## src/rtl/size_class_block_allocator_core_assert.svh

```systemverilog
// Assertion macros used by the allocator top level.
`ifndef SIZE_CLASS_BLOCK_ALLOCATOR_CORE_ASSERT_SVH
`define SIZE_CLASS_BLOCK_ALLOCATOR_CORE_ASSERT_SVH

// Same-cycle implication, checked outside reset.
`define SCBA_ASSERT_NOW(label, clk, rst_n, ante, cons, msg) \
    label: assert property (@(posedge clk) disable iff (!rst_n) (ante) |-> (cons)) \
        else $error(msg);

// Next-cycle implication, checked outside reset.
`define SCBA_ASSERT_NEXT(label, clk, rst_n, ante, cons, msg) \
    label: assert property (@(posedge clk) disable iff (!rst_n) (ante) |=> (cons)) \
        else $error(msg);

`endif

```

## src/rtl/scba_pkg.sv

```systemverilog
package scba_pkg;

    // Fixed field widths.
    localparam int unsigned IDX_W     = 6;
    localparam int unsigned SIZE_W    = 16;
    localparam int unsigned OFF_W     = 16;
    localparam int unsigned CNT_W     = 7;
    localparam int unsigned STAT_W    = 3;
    localparam int unsigned MAXREQ_W  = 10;
    localparam int unsigned SLOT_CAP  = 64;

    // Pool layout.
    localparam int unsigned HDR_BYTES     = 4;
    localparam int unsigned LARGEST_BLOCK = 512;
    localparam int unsigned STRIDE_32     = 32 + HDR_BYTES;
    localparam int unsigned STRIDE_128    = 128 + HDR_BYTES;
    localparam int unsigned STRIDE_256    = 256 + HDR_BYTES;
    localparam int unsigned STRIDE_512    = 512 + HDR_BYTES;

    // Default class populations.
    localparam int unsigned DEF_COUNT_32  = 16;
    localparam int unsigned DEF_COUNT_128 = 12;
    localparam int unsigned DEF_COUNT_256 = 8;
    localparam int unsigned DEF_COUNT_512 = 4;

    localparam logic [MAXREQ_W-1:0] MAX_REQUEST_RESET = MAXREQ_W'(512);

    // Result status codes.
    localparam logic [STAT_W-1:0] STAT_OK           = 3'd0;
    localparam logic [STAT_W-1:0] STAT_TOO_LARGE    = 3'd1;
    localparam logic [STAT_W-1:0] STAT_NO_SLOT      = 3'd2;
    localparam logic [STAT_W-1:0] STAT_BAD_INDEX    = 3'd3;
    localparam logic [STAT_W-1:0] STAT_ALREADY_FREE = 3'd4;

    typedef enum logic [1:0] {
        S_IDLE,
        S_WORK,
        S_DONE
    } state_t;

    typedef enum logic [2:0] {
        OP_NONE,
        OP_LOAD,
        OP_REJECT,
        OP_RELEASE,
        OP_CLAIM,
        OP_EXHAUST,
        OP_ADVANCE
    } op_t;

    // Controller to datapath.
    typedef struct packed {
        op_t op;
    } ctl_cmd_t;

    // Datapath to controller.
    typedef struct packed {
        logic is_free;
        logic reject;
        logic bit_used;
        logic at_last;
    } dp_sts_t;

    // First slot of the smallest class that holds the given size.
    function automatic logic [IDX_W-1:0] class_start(
        input logic [SIZE_W-1:0] size,
        input int unsigned       c32,
        input int unsigned       c128,
        input int unsigned       c256
    );
        logic [IDX_W-1:0] start;
        if (size <= SIZE_W'(32)) begin
            start = '0;
        end else if (size <= SIZE_W'(128)) begin
            start = IDX_W'(c32);
        end else if (size <= SIZE_W'(256)) begin
            start = IDX_W'(c32 + c128);
        end else begin
            start = IDX_W'(c32 + c128 + c256);
        end
        return start;
    endfunction

    // Data offset of a slot: class by class, count slots times block stride.
    function automatic logic [OFF_W-1:0] slot_offset(
        input logic [IDX_W-1:0] idx,
        input int unsigned      c32,
        input int unsigned      c128,
        input int unsigned      c256
    );
        logic [IDX_W:0] rem;
        logic [IDX_W:0] n;
        logic [OFF_W-1:0] off;
        off = OFF_W'(HDR_BYTES);
        rem = {1'b0, idx};
        n   = (rem < (IDX_W+1)'(c32)) ? rem : (IDX_W+1)'(c32);
        off = off + OFF_W'(OFF_W'(n) * OFF_W'(STRIDE_32));
        rem = rem - n;
        n   = (rem < (IDX_W+1)'(c128)) ? rem : (IDX_W+1)'(c128);
        off = off + OFF_W'(OFF_W'(n) * OFF_W'(STRIDE_128));
        rem = rem - n;
        n   = (rem < (IDX_W+1)'(c256)) ? rem : (IDX_W+1)'(c256);
        off = off + OFF_W'(OFF_W'(n) * OFF_W'(STRIDE_256));
        rem = rem - n;
        off = off + OFF_W'(OFF_W'(rem) * OFF_W'(STRIDE_512));
        return off;
    endfunction

endpackage

```

## src/rtl/scba_ctrl.sv

```systemverilog
module scba_ctrl
    import scba_pkg::*;
(
    input  logic     clk,
    input  logic     rst_n,
    input  logic     start,
    input  dp_sts_t  sts,
    output ctl_cmd_t cmd,
    output logic     busy,
    output logic     done
);

    state_t state_reg;
    state_t state_next;

    // State register.
    always_ff @(posedge clk or negedge rst_n)
    begin
        if (!rst_n)
        begin
            state_reg <= S_IDLE;
        end
        else
        begin
            state_reg <= state_next;
        end
    end

    // Next state: one scan step per cycle until the request resolves.
    always_comb
    begin
        state_next = state_reg;
        unique case (state_reg)
            S_IDLE:
            begin
                if (start)
                begin
                    state_next = S_WORK;
                end
            end
            S_WORK:
            begin
                if (sts.reject || sts.is_free || !sts.bit_used || sts.at_last)
                begin
                    state_next = S_DONE;
                end
            end
            S_DONE:
            begin
                state_next = S_IDLE;
            end
            default:
            begin
                state_next = S_IDLE;
            end
        endcase
    end

    // Outputs: datapath command and handshake flags.
    always_comb
    begin
        cmd.op = OP_NONE;
        busy   = 1'b1;
        done   = 1'b0;
        unique case (state_reg)
            S_IDLE:
            begin
                busy = 1'b0;
                if (start)
                begin
                    cmd.op = OP_LOAD;
                end
            end
            S_WORK:
            begin
                if (sts.reject)
                begin
                    cmd.op = OP_REJECT;
                end
                else if (sts.is_free)
                begin
                    cmd.op = OP_RELEASE;
                end
                else if (!sts.bit_used)
                begin
                    cmd.op = OP_CLAIM;
                end
                else if (sts.at_last)
                begin
                    cmd.op = OP_EXHAUST;
                end
                else
                begin
                    cmd.op = OP_ADVANCE;
                end
            end
            S_DONE:
            begin
                done = 1'b1;
            end
            default:
            begin
                busy = 1'b1;
            end
        endcase
    end

endmodule

```

## src/rtl/scba_datapath.sv

```systemverilog
module scba_datapath
    import scba_pkg::*;
#(
    parameter int unsigned COUNT_32  = DEF_COUNT_32,
    parameter int unsigned COUNT_128 = DEF_COUNT_128,
    parameter int unsigned COUNT_256 = DEF_COUNT_256,
    parameter int unsigned COUNT_512 = DEF_COUNT_512
)
(
    input  logic                clk,
    input  logic                rst_n,
    input  ctl_cmd_t            cmd,
    output dp_sts_t             sts,
    input  logic                cfg_we,
    input  logic [MAXREQ_W-1:0] cfg_data,
    input  logic                req_type,
    input  logic [SIZE_W-1:0]   req_size,
    input  logic [IDX_W-1:0]    free_slot,
    output logic [STAT_W-1:0]   status,
    output logic [IDX_W-1:0]    slot_index,
    output logic [OFF_W-1:0]    byte_offset,
    output logic [CNT_W-1:0]    free_count
);

    localparam int unsigned Total = COUNT_32 + COUNT_128 + COUNT_256 + COUNT_512;

    logic [SLOT_CAP-1:0] used_reg;
    logic [SLOT_CAP-1:0] used_next;
    logic [CNT_W-1:0]    count_reg;
    logic [CNT_W-1:0]    count_next;
    logic [MAXREQ_W-1:0] max_req_reg;
    logic [IDX_W-1:0]    ptr_reg;
    logic [IDX_W-1:0]    ptr_next;
    logic                is_free_reg;
    logic                is_free_next;
    logic                reject_reg;
    logic                reject_next;
    logic [STAT_W-1:0]   status_reg;
    logic [STAT_W-1:0]   status_next;
    logic [IDX_W-1:0]    slot_reg;
    logic [IDX_W-1:0]    slot_next;
    logic [OFF_W-1:0]    offset_reg;
    logic [OFF_W-1:0]    offset_next;
    logic [OFF_W-1:0]    ptr_offset;
    logic                too_large;
    logic                bad_index;

    // Request checks at acceptance.
    assign too_large = (req_size > SIZE_W'(max_req_reg)) ||
                       (req_size > SIZE_W'(LARGEST_BLOCK));
    assign bad_index = ({1'b0, free_slot} >= (IDX_W+1)'(Total));
    assign ptr_offset = slot_offset(ptr_reg, COUNT_32, COUNT_128, COUNT_256);

    // Status back to the controller.
    assign sts.is_free  = is_free_reg;
    assign sts.reject   = reject_reg;
    assign sts.bit_used = used_reg[ptr_reg];
    assign sts.at_last  = (ptr_reg == IDX_W'(Total - 1));

    // Command decode.
    always_comb
    begin
        used_next    = used_reg;
        count_next   = count_reg;
        ptr_next     = ptr_reg;
        is_free_next = is_free_reg;
        reject_next  = reject_reg;
        status_next  = status_reg;
        slot_next    = slot_reg;
        offset_next  = offset_reg;
        unique case (cmd.op)
            OP_NONE:
            begin
                ptr_next = ptr_reg;
            end
            OP_LOAD:
            begin
                is_free_next = req_type;
                if (req_type)
                begin
                    ptr_next    = free_slot;
                    reject_next = bad_index;
                end
                else
                begin
                    ptr_next    = class_start(req_size, COUNT_32, COUNT_128, COUNT_256);
                    reject_next = too_large;
                end
            end
            OP_REJECT:
            begin
                status_next = is_free_reg ? STAT_BAD_INDEX : STAT_TOO_LARGE;
                slot_next   = is_free_reg ? ptr_reg : '0;
                offset_next = '0;
            end
            OP_RELEASE:
            begin
                slot_next   = ptr_reg;
                offset_next = ptr_offset;
                if (used_reg[ptr_reg])
                begin
                    used_next[ptr_reg] = 1'b0;
                    status_next        = STAT_OK;
                    if (count_reg < CNT_W'(Total))
                    begin
                        count_next = count_reg + 1'b1;
                    end
                end
                else
                begin
                    status_next = STAT_ALREADY_FREE;
                end
            end
            OP_CLAIM:
            begin
                used_next[ptr_reg] = 1'b1;
                status_next        = STAT_OK;
                slot_next          = ptr_reg;
                offset_next        = ptr_offset;
                if (count_reg != '0)
                begin
                    count_next = count_reg - 1'b1;
                end
            end
            OP_EXHAUST:
            begin
                status_next = STAT_NO_SLOT;
                slot_next   = '0;
                offset_next = '0;
            end
            OP_ADVANCE:
            begin
                ptr_next = ptr_reg + 1'b1;
            end
            default:
            begin
                ptr_next = ptr_reg;
            end
        endcase
    end

    // Slot map, free count and limit register.
    always_ff @(posedge clk or negedge rst_n)
    begin
        if (!rst_n)
        begin
            used_reg    <= '0;
            count_reg   <= CNT_W'(Total);
            max_req_reg <= MAX_REQUEST_RESET;
        end
        else
        begin
            used_reg  <= used_next;
            count_reg <= count_next;
            if (cfg_we)
            begin
                max_req_reg <= cfg_data;
            end
        end
    end

    // Request and result words.
    always_ff @(posedge clk)
    begin
        ptr_reg     <= ptr_next;
        is_free_reg <= is_free_next;
        reject_reg  <= reject_next;
        status_reg  <= status_next;
        slot_reg    <= slot_next;
        offset_reg  <= offset_next;
    end

    assign status      = status_reg;
    assign slot_index  = slot_reg;
    assign byte_offset = offset_reg;
    assign free_count  = count_reg;

endmodule

```

## src/rtl/size_class_block_allocator_core.sv

```systemverilog
// Channel   | Handshake                  | Word
// ----------+----------------------------+-------------------------------------------
// request   | start, busy (taken: !busy) | req_type, req_size, free_slot
// result    | done (one-cycle strobe)    | status, slot_index, byte_offset, free_count
// config    | cfg_valid, cfg_ready       | cfg_data (max_request)
//
// A free request or a rejected request is resolved in S_WORK without scanning the slot map.
// An allocation scans from the class start past each used slot until it claims a free one
// or reaches the last slot; the slot map is probed one slot per cycle.
// Reset frees every slot, sets the free count to the pool size and the limit to 512.
// The receiver cannot stall: a result is marked valid only while done is high.
module size_class_block_allocator_core
    import scba_pkg::*;
#(
    parameter int unsigned COUNT_32  = DEF_COUNT_32,
    parameter int unsigned COUNT_128 = DEF_COUNT_128,
    parameter int unsigned COUNT_256 = DEF_COUNT_256,
    parameter int unsigned COUNT_512 = DEF_COUNT_512
)
(
    input  logic                clk,
    input  logic                rst_n,
    input  logic                start,
    output logic                busy,
    input  logic                req_type,
    input  logic [SIZE_W-1:0]   req_size,
    input  logic [IDX_W-1:0]    free_slot,
    output logic                done,
    output logic [STAT_W-1:0]   status,
    output logic [IDX_W-1:0]    slot_index,
    output logic [OFF_W-1:0]    byte_offset,
    output logic [CNT_W-1:0]    free_count,
    input  logic                cfg_valid,
    output logic                cfg_ready,
    input  logic [MAXREQ_W-1:0] cfg_data
);

`include "size_class_block_allocator_core_assert.svh"

    localparam int unsigned Total = COUNT_32 + COUNT_128 + COUNT_256 + COUNT_512;

    ctl_cmd_t cmd;
    dp_sts_t  sts;
    logic     ctl_busy;

    // The limit register takes a write in any cycle.
    assign cfg_ready = 1'b1;
    assign busy      = ctl_busy;

    scba_ctrl u_ctrl (
        .clk   (clk),
        .rst_n (rst_n),
        .start (start),
        .sts   (sts),
        .cmd   (cmd),
        .busy  (ctl_busy),
        .done  (done)
    );

    scba_datapath #(
        .COUNT_32  (COUNT_32),
        .COUNT_128 (COUNT_128),
        .COUNT_256 (COUNT_256),
        .COUNT_512 (COUNT_512)
    ) u_datapath (
        .clk         (clk),
        .rst_n       (rst_n),
        .cmd         (cmd),
        .sts         (sts),
        .cfg_we      (cfg_valid && cfg_ready),
        .cfg_data    (cfg_data),
        .req_type    (req_type),
        .req_size    (req_size),
        .free_slot   (free_slot),
        .status      (status),
        .slot_index  (slot_index),
        .byte_offset (byte_offset),
        .free_count  (free_count)
    );

    // Free count never exceeds the pool size.
    `SCBA_ASSERT_NOW(a_count_range, clk, rst_n, 1'b1, free_count <= CNT_W'(Total), "free count above pool size")
    // An accepted request keeps the block busy in the next cycle.
    `SCBA_ASSERT_NEXT(a_accept_busy, clk, rst_n, start && !busy, busy, "request accepted but block idle")
    // A result strobe is never held and is followed by an idle block.
    `SCBA_ASSERT_NEXT(a_done_single, clk, rst_n, done, !done && !busy, "result strobe longer than one cycle")
    // A granted slot always lies inside the pool.
    `SCBA_ASSERT_NOW(a_slot_range, clk, rst_n, done && status == STAT_OK, {1'b0, slot_index} < (IDX_W+1)'(Total), "granted slot outside the pool")

endmodule

```

## config.mk

```make
export PLATFORM = sky130hd
export DESIGN_NAME = size_class_block_allocator_core
export DESIGN_NICKNAME = d
export VERILOG_FILES = /design/src/rtl/scba_pkg.sv /design/src/rtl/scba_ctrl.sv /design/src/rtl/scba_datapath.sv /design/src/rtl/size_class_block_allocator_core.sv
export VERILOG_INCLUDE_DIRS = /design/src /design/src/rtl
export SDC_FILE = /design/constraint.sdc
export NUM_CORES = 1
export LEC_CHECK = 0
export ABC_AREA = 1
export BUFFER_PORTS_ARGS = -buffer_cell sky130_fd_sc_hd__buf_4
export CAP_MARGIN = 20
export CELL_PAD_IN_SITES_DETAIL_PLACEMENT = 1
export CELL_PAD_IN_SITES_GLOBAL_PLACEMENT = 1
export CORE_MARGIN = 2
export CORE_UTILIZATION = 45
export CTS_BUF_LIST = sky130_fd_sc_hd__clkbuf_4 sky130_fd_sc_hd__clkbuf_8 sky130_fd_sc_hd__clkbuf_16
export DETAILED_ROUTE_END_ITERATION = 12
export GPL_TIMING_DRIVEN = 0
export PLACE_DENSITY_LB_ADDON = 0.1
export SYNTH_ARGS = -nofsm -noshare
export SYNTH_HDL_FRONTEND = slang
export SYNTH_SLANG_ARGS = --single-unit
```

## constraint.sdc

```tcl
create_clock -name clk -period 7.1 [get_ports clk]
set_input_delay 0.355 -clock clk [delete_from_list [all_inputs] [get_ports clk]]
set_output_delay 0.355 -clock clk [all_outputs]
set_load 0.02 [all_outputs]
```

* Word level (Yosys, flattened, before mapping)
Index checks and enable logic that the tools add are counted.
Storage, ports and cells: input port bits 37, ROM bits 0, bits in latches 0, memories 0, flip-flop bits (word level) 116, memory bits (writable) 0
Cells by class: add/sub/neg operators 10, bitwise operators 3, shift operators 0, multiply operators 4, mux-type cells 36, $lt $le $gt $ge 12, reductions and logical operators 18, equal/unequal tests 14, div/mod/pow operators 0
Operator list (count):
- 64-bit one-hot mux with 2 select lines | 1
- 64-bit bitwise AND | 1
- 64-bit two-way mux | 1
- 64-bit inverter | 1
- 64-bit OR | 1
- 6-bit two-way mux | 6
- 7-bit two-way mux | 5
- 16-bit adder | 2
- 16-bit one-hot mux with 2 select lines | 1
- 6-bit one-hot mux with 3 select lines | 1
- 16-bit by 15-bit adder with 16-bit output | 1
- 16-bit by 10-bit greater-than comparator with 1-bit output | 1
- 16-bit by 10-bit greater-than comparator with 1-bit output, second input constant | 1
- 16-bit by 6-bit <= comparator with 1-bit output, second input constant | 1
- 16-bit by 8-bit <= comparator with 1-bit output, second input constant | 1
- 16-bit by 9-bit <= comparator with 1-bit output, second input constant | 1
- 3-bit by 13-bit adder with 14-bit output, first input constant | 1
- 7-bit by 4-bit < comparator with 1-bit output, second input constant | 2
- 7-bit by 7-bit multiplier with 14-bit output, second input constant | 1
- 7-bit by 8-bit multiplier with 14-bit output, second input constant | 1
- 7-bit one-hot mux with 2 select lines | 1
- 7-bit subtractor | 2
- 7-bit by 6-bit multiplier with 13-bit output, second input constant | 1
- 3-bit two-way mux | 4
- other kinds (37) | 58

* Depth between registers and ports, before layout
word-level depth 12, depth in mapped cells 43, depth with buffers taken out 42

* By module
Synthesis repeated with hierarchy kept, for this count alone.
Unflattened totals: cell total of the unflattened synthesis 1004, area total of the unflattened synthesis 8265.4 sq um
By module, submodules not included:
- scba_datapath | seq. area each 2961.6 sq um, cells an instance 976, area each 8100.3 sq um, times used 1
- scba_ctrl | seq. area each 50.0 sq um, cells an instance 26, area each 153.9 sq um, times used 1
- size_class_block_allocator_core | seq. area each 0.0 sq um, cells an instance 2, area each 11.3 sq um, times used 1

* Worst setup path before layout
No wires, ideal clock.
path kind register to register, start point register u_datapath.ptr_reg[3], end point register u_datapath.offset_reg[15] (netlist: u_datapath.byte_offset[15]), data pin, path buffers 2, required time 6847 ps, stages on the path, launching flop included 27, path slack 1799 ps, data arrival time 5048 ps, clock period less this slack 5301 ps, cell sequence edfxtp_1 > buf_4 > clkinv_1 > nor2_1 > clkbuf_1 > ha_1 > ha_1 > inv_1 > fa_1 > xor2_1 > or3_1 > o221ai_1 > fa_1 > fa_1 > ha_1 > a21oi_1 > o21ai_0 > a21oi_1 > o21ai_0 > nand2_1 > inv_1 > o21ai_0 > nand2_1 > xor2_1 > nand3_1 > nand2_1 > nor2_1
Between the ends: cells in the longest elaborated chain, start to end 12
RTL lines:
- start, declared | line scba_datapath.sv:32 | logic [IDX_W-1:0] ptr_reg;
- start signal, assigned | line scba_datapath.sv:165 | ptr_reg <= ptr_next;
- 6-bit by 5-bit < comparator with 1-bit output | line scba_pkg.sv:96 | n = (rem < (IDX_W+1)'(c32)) ? rem : (IDX_W+1)'(c32);
- 6-bit two-way mux | line scba_pkg.sv:96
- 6-bit by 7-bit subtractor with 7-bit output | line scba_pkg.sv:98 | rem = rem - n;
- 7-bit by 4-bit < comparator with 1-bit output | line scba_pkg.sv:99 | n = (rem < (IDX_W+1)'(c128)) ? rem : (IDX_W+1)'(c128);
- 7-bit two-way mux | line scba_pkg.sv:99
- 7-bit subtractor | line scba_pkg.sv:101 | rem = rem - n;
- 7-bit by 4-bit < comparator with 1-bit output | line scba_pkg.sv:102 | n = (rem < (IDX_W+1)'(c256)) ? rem : (IDX_W+1)'(c256);
- 7-bit two-way mux | line scba_pkg.sv:102
- 7-bit by 7-bit multiplier with 14-bit output / 7-bit subtractor (equally long branches) | line scba_pkg.sv:103, scba_pkg.sv:104
- 16-bit adder / 7-bit by 8-bit multiplier with 14-bit output (equally long branches) | line scba_pkg.sv:103, scba_pkg.sv:105
- 16-bit adder | line scba_pkg.sv:105 | off = off + OFF_W'(OFF_W'(rem) * OFF_W'(STRIDE_512));
- 16-bit one-hot mux with 2 select lines * | line scba_datapath.sv:71 | unique case (cmd.op)
- end signal, assigned | line scba_datapath.sv:170 | offset_reg <= offset_next;
- end, declared | line scba_datapath.sv:42 | logic [OFF_W-1:0] offset_reg;
Mark *: on every way between the ends. The rest lies on a longest branch, timed or not. The select of a mux whose other input is x is not followed. A chain may end at the register's enable or synchronous reset.

* Worst setup path in the final report
Ends and elaborated chain as after synthesis.

==> reports/metrics.cfg <==
[sta]
layout_worst_path_cycle_share_pct = 91.3
setup_viol_count_final = 0
grt_setup_unrepaired = false
hold_violations = 0
finalClockSkew_ns = 0.0138
worst_pin_slew_ns = 1.03
fin_tns_setup_ns = 0
fmaxAchievable_mhz = 154
period_minus_slack_ns = 6.49
slew_viol_final = 0
slew-limit-headroom_pct = 31.1

[placed_design]
post-place-cells = 1423
place_hpwl_um = 19300
io_buffer_count = 67
routabilityCongestion = 0.849

[power]
p_comb_share_pct = 49.8
power_switching_share_pct = 42.5
sequentialPowerShare_pct = 25.8
cellInternalPower_mw = 1.96
clock_power_share_pct = 24.4
power_leakage_nw = 4.92
worst_ir_drop_vdd_uv = 229
powerDensity_mw_per_mm2 = 345
power_switching_mw = 1.45

[floorplanning]
ioPinCount = 72
std_cell_rows = 49
die_outline_area_mm2 = 0.0198
die-width_um = 141
core_area_mm2 = 0.0181
chipHeight_um = 141
effective_utilization_at_floorplan_pct = 46.3

[outcome]
outcome = finished, final reports clean

[clock_network]
cts_tree = built
cts.reportedPaths.clkPinSlew_ns = 0.06
ctsHtreeMaxLevel = 4
clock_path_buffers = 2
cts_bufs_inserted = 17
post_cts.repair.setup_buffers = 0
cts_root_buf = sky130_fd_sc_hd__clkbuf_16
clock_insertion_delay_worst_skew_ns = 0.43
clkSinkCount = 114

[global_routing]
grt_pass1_vias = 8268
grt_max_degree = 84
grt_util_met2_pct = 47.0
met3_usage_pct = 4.96
grt_first_pass_wirelength_um = 42400
grt_antenna_before_repair = 0
use_met1_pct = 35.2
globalRouteOverflowTotal = 0
top_usage_layer = met2
grt_usage_pct = 27.4

[critical_path]
cp.required_ns = 7.28
startpoint_type = register
end_kind = register
critPathMaxStageDelay_ns = 0.50
critical_path_arrival_ns = 6.66
slowest_stage = sky130_fd_sc_hd__fa_1
timing.setup.critical_path_class = reg2reg
critical_path.max_fanout = 11

[job]
drv.max_cap_violation_count = 0

[routing]
post_drt_wl_per_cell_um = 17.9
wirelength_um = 26100
drc = 0
drt_iter0_drc = 355
via_per_inst = 5.38
drt-pass1-iter-count = 4
antenna_violating_nets_post_route = 0
routed-via-count = 7838

[finish]
antenna_cells = 0
fillCellCount = 2303
fin_util_pct = 54.4
layout_commonest_cell = sky130_fd_sc_hd__nand2_1
finalNetCount = 1328
layout-area-overhead-vs-synth_pct = 17.5
mostFrequentLayoutCells = sky130_fd_sc_hd__nand2_1, sky130_fd_sc_hd__inv_1, sky130_fd_sc_hd__o21ai_0
final_cells = 1457
final_layout_size_suffix_gt1_share_pct = 13.8

[synth]
postSynth.asyncResetShare_pct = 72.8
yosysWarnings = 0
synth_area_per_cell_um2 = 7.60
synth_enable_flop_cells = 31
synthesis_stage_register_bit_count = 114
synth.cell_area_mm2 = 0.00841
yosysSeqAreaShare_pct = 35.8
postSynth.topFlopCell = sky130_fd_sc_hd__dfrtp_1
synthCells = 1106
synthDistinctLibCells = 53

[min_path]
worstHoldPathType = in2reg

cell type report:
type                       instances  area (um2)  area share (%)
clock buffer                      19         453            4.58
buffer                            42         231            2.34
multi-input combinational        837        4740            48.0
sequential                       114        3010            30.5
timing repair buffer              70         546            5.52
clock inverter                    13         111            1.13
tap                              229         287            2.90
inverter                         133         499            5.05
final timing paths:
check / startpoint / endpoint / slack [ns] / cells after the start
worst max-delay path: u_datapath.ptr_reg[3]$_DFFE_PP_ / u_datapath.byte_offset[15]$_SDFFCE_PP0P_ / 0.61 / 26
worst min-delay path: cfg_data[8] / u_datapath.max_req_reg[8]$_DFFE_PN0P_ / 0.13 / 3
worst max register to register: u_datapath.ptr_reg[3]$_DFFE_PP_ / u_datapath.byte_offset[15]$_SDFFCE_PP0P_ / 0.61 / 26
worst min register to register: register / register / 0.47 / 2
max in group asynchronous: rst_n / async pin / 6.05 / 3
min in group asynchronous: rst_n / async pin / 0.42 / 2
layer usage:
| metal | up-vias | share of wire, % | wire (um) |
|---|---|---|---|
| met4 | 0 | 2.3 | 606 |
| li1 | 3804 | - | - |
| met3 | 43 | 3.7 | 952 |
| met2 | 147 | 49 | 12800 |
| met5 | - | 0 | 0 |
| met1 | 3844 | 45 | 11700 |
critical path: cells and delay by family (launching register included):
family,cells,cell delay (ns)
DFF,1,0.31
and+or+nand+nor,7,1.24
xor gates and xnor gates,2,0.39
buffers and inverters,5,1.03
adders and majority gates,6,2.11
AOI/OAI and AO/OA,6,1.14
cells by family after synthesis:
group           after synthesis  share of synthesized area, %
flops                       114                          35.8
fa+ha+maj                    76                          13.6
other cells                   2                        0.0893
xor+xnor                     21                          2.28
mux                           1                         0.134
compound gates              186                          13.0
buf+inv                     175                          8.68
simple gates                531                          26.3
power by group through the flow:
stage | Combinational (mW) | Sequential (mW) | Clock, mW
after floorplan | 1.12 | 0.959 | 0
after global placement | 1.60 | 0.885 | 0
after detailed placement | 1.68 | 0.891 | 0
after CTS | 1.71 | 0.881 | 0.844
after global routing | 1.94 | 0.890 | 0.866
final | 1.70 | 0.879 | 0.834
timing repair:
item                                   4_1_cts  5_1_grt
hold buffers                                 0        1
endpoints found under the hold margin        0       28
setup endpoints to repair                    0        1
resized for setup                            0        2
through the flow:
stage	cell area (um2)	total power, mW	worst slack, ns	hold WS (ns)
2_1_floorplan	8480	2.08	1.80	0.0594
3_3_place_gp	9270	2.48	0.558	0.454
3_5_place_dp	9280	2.57	0.469	0.459
4_1_cts	9840	3.43	0.290	0.122
5_1_grt	9880	3.69	0.144	0.129
6_report	9880	3.41	0.615	0.135
synthesized netlist by cell type, types with 3 or more instances:
| master | n | area (um2) |
|---|---|---|
| sky130_fd_sc_hd__nor2_2 | 4 | 25.0 |
| sky130_fd_sc_hd__xnor2_1 | 7 | 61.3 |
| sky130_fd_sc_hd__o31ai_1 | 41 | 308 |
| sky130_fd_sc_hd__nand4_1 | 7 | 43.8 |
| sky130_fd_sc_hd__nor3_1 | 12 | 60.1 |
| sky130_fd_sc_hd__dfrtp_1 | 80 | 2000 |
| sky130_fd_sc_hd__ha_1 | 50 | 626 |
| sky130_fd_sc_hd__buf_6 | 3 | 33.8 |
| sky130_fd_sc_hd__o21bai_1 | 3 | 22.5 |
| sky130_fd_sc_hd__buf_1 | 3 | 11.3 |
| sky130_fd_sc_hd__o21ai_0 | 89 | 445 |
| sky130_fd_sc_hd__dfstp_2 | 3 | 78.8 |
| sky130_fd_sc_hd__buf_2 | 13 | 65.1 |
| sky130_fd_sc_hd__inv_1 | 120 | 450 |
| sky130_fd_sc_hd__o21ai_1 | 5 | 25.0 |
| sky130_fd_sc_hd__clkbuf_1 | 14 | 52.6 |
| sky130_fd_sc_hd__inv_2 | 11 | 41.3 |
| sky130_fd_sc_hd__fa_1 | 26 | 521 |
| sky130_fd_sc_hd__nand3_1 | 43 | 215 |
| sky130_fd_sc_hd__nand3_2 | 3 | 30.0 |
| sky130_fd_sc_hd__xor2_1 | 13 | 114 |
| sky130_fd_sc_hd__nand2_2 | 6 | 37.5 |
| sky130_fd_sc_hd__o22ai_1 | 6 | 37.5 |
| sky130_fd_sc_hd__buf_4 | 9 | 67.6 |
| sky130_fd_sc_hd__edfxtp_1 | 31 | 931 |
| sky130_fd_sc_hd__nand2_1 | 374 | 1400 |
| sky130_fd_sc_hd__nor2_1 | 66 | 248 |
| sky130_fd_sc_hd__a21oi_1 | 27 | 135 |
| sky130_fd_sc_hd__nor4_1 | 3 | 18.8 |
| sky130_fd_sc_hd__a31oi_1 | 3 | 18.8 |
Power figures use the tool's default switching activity.
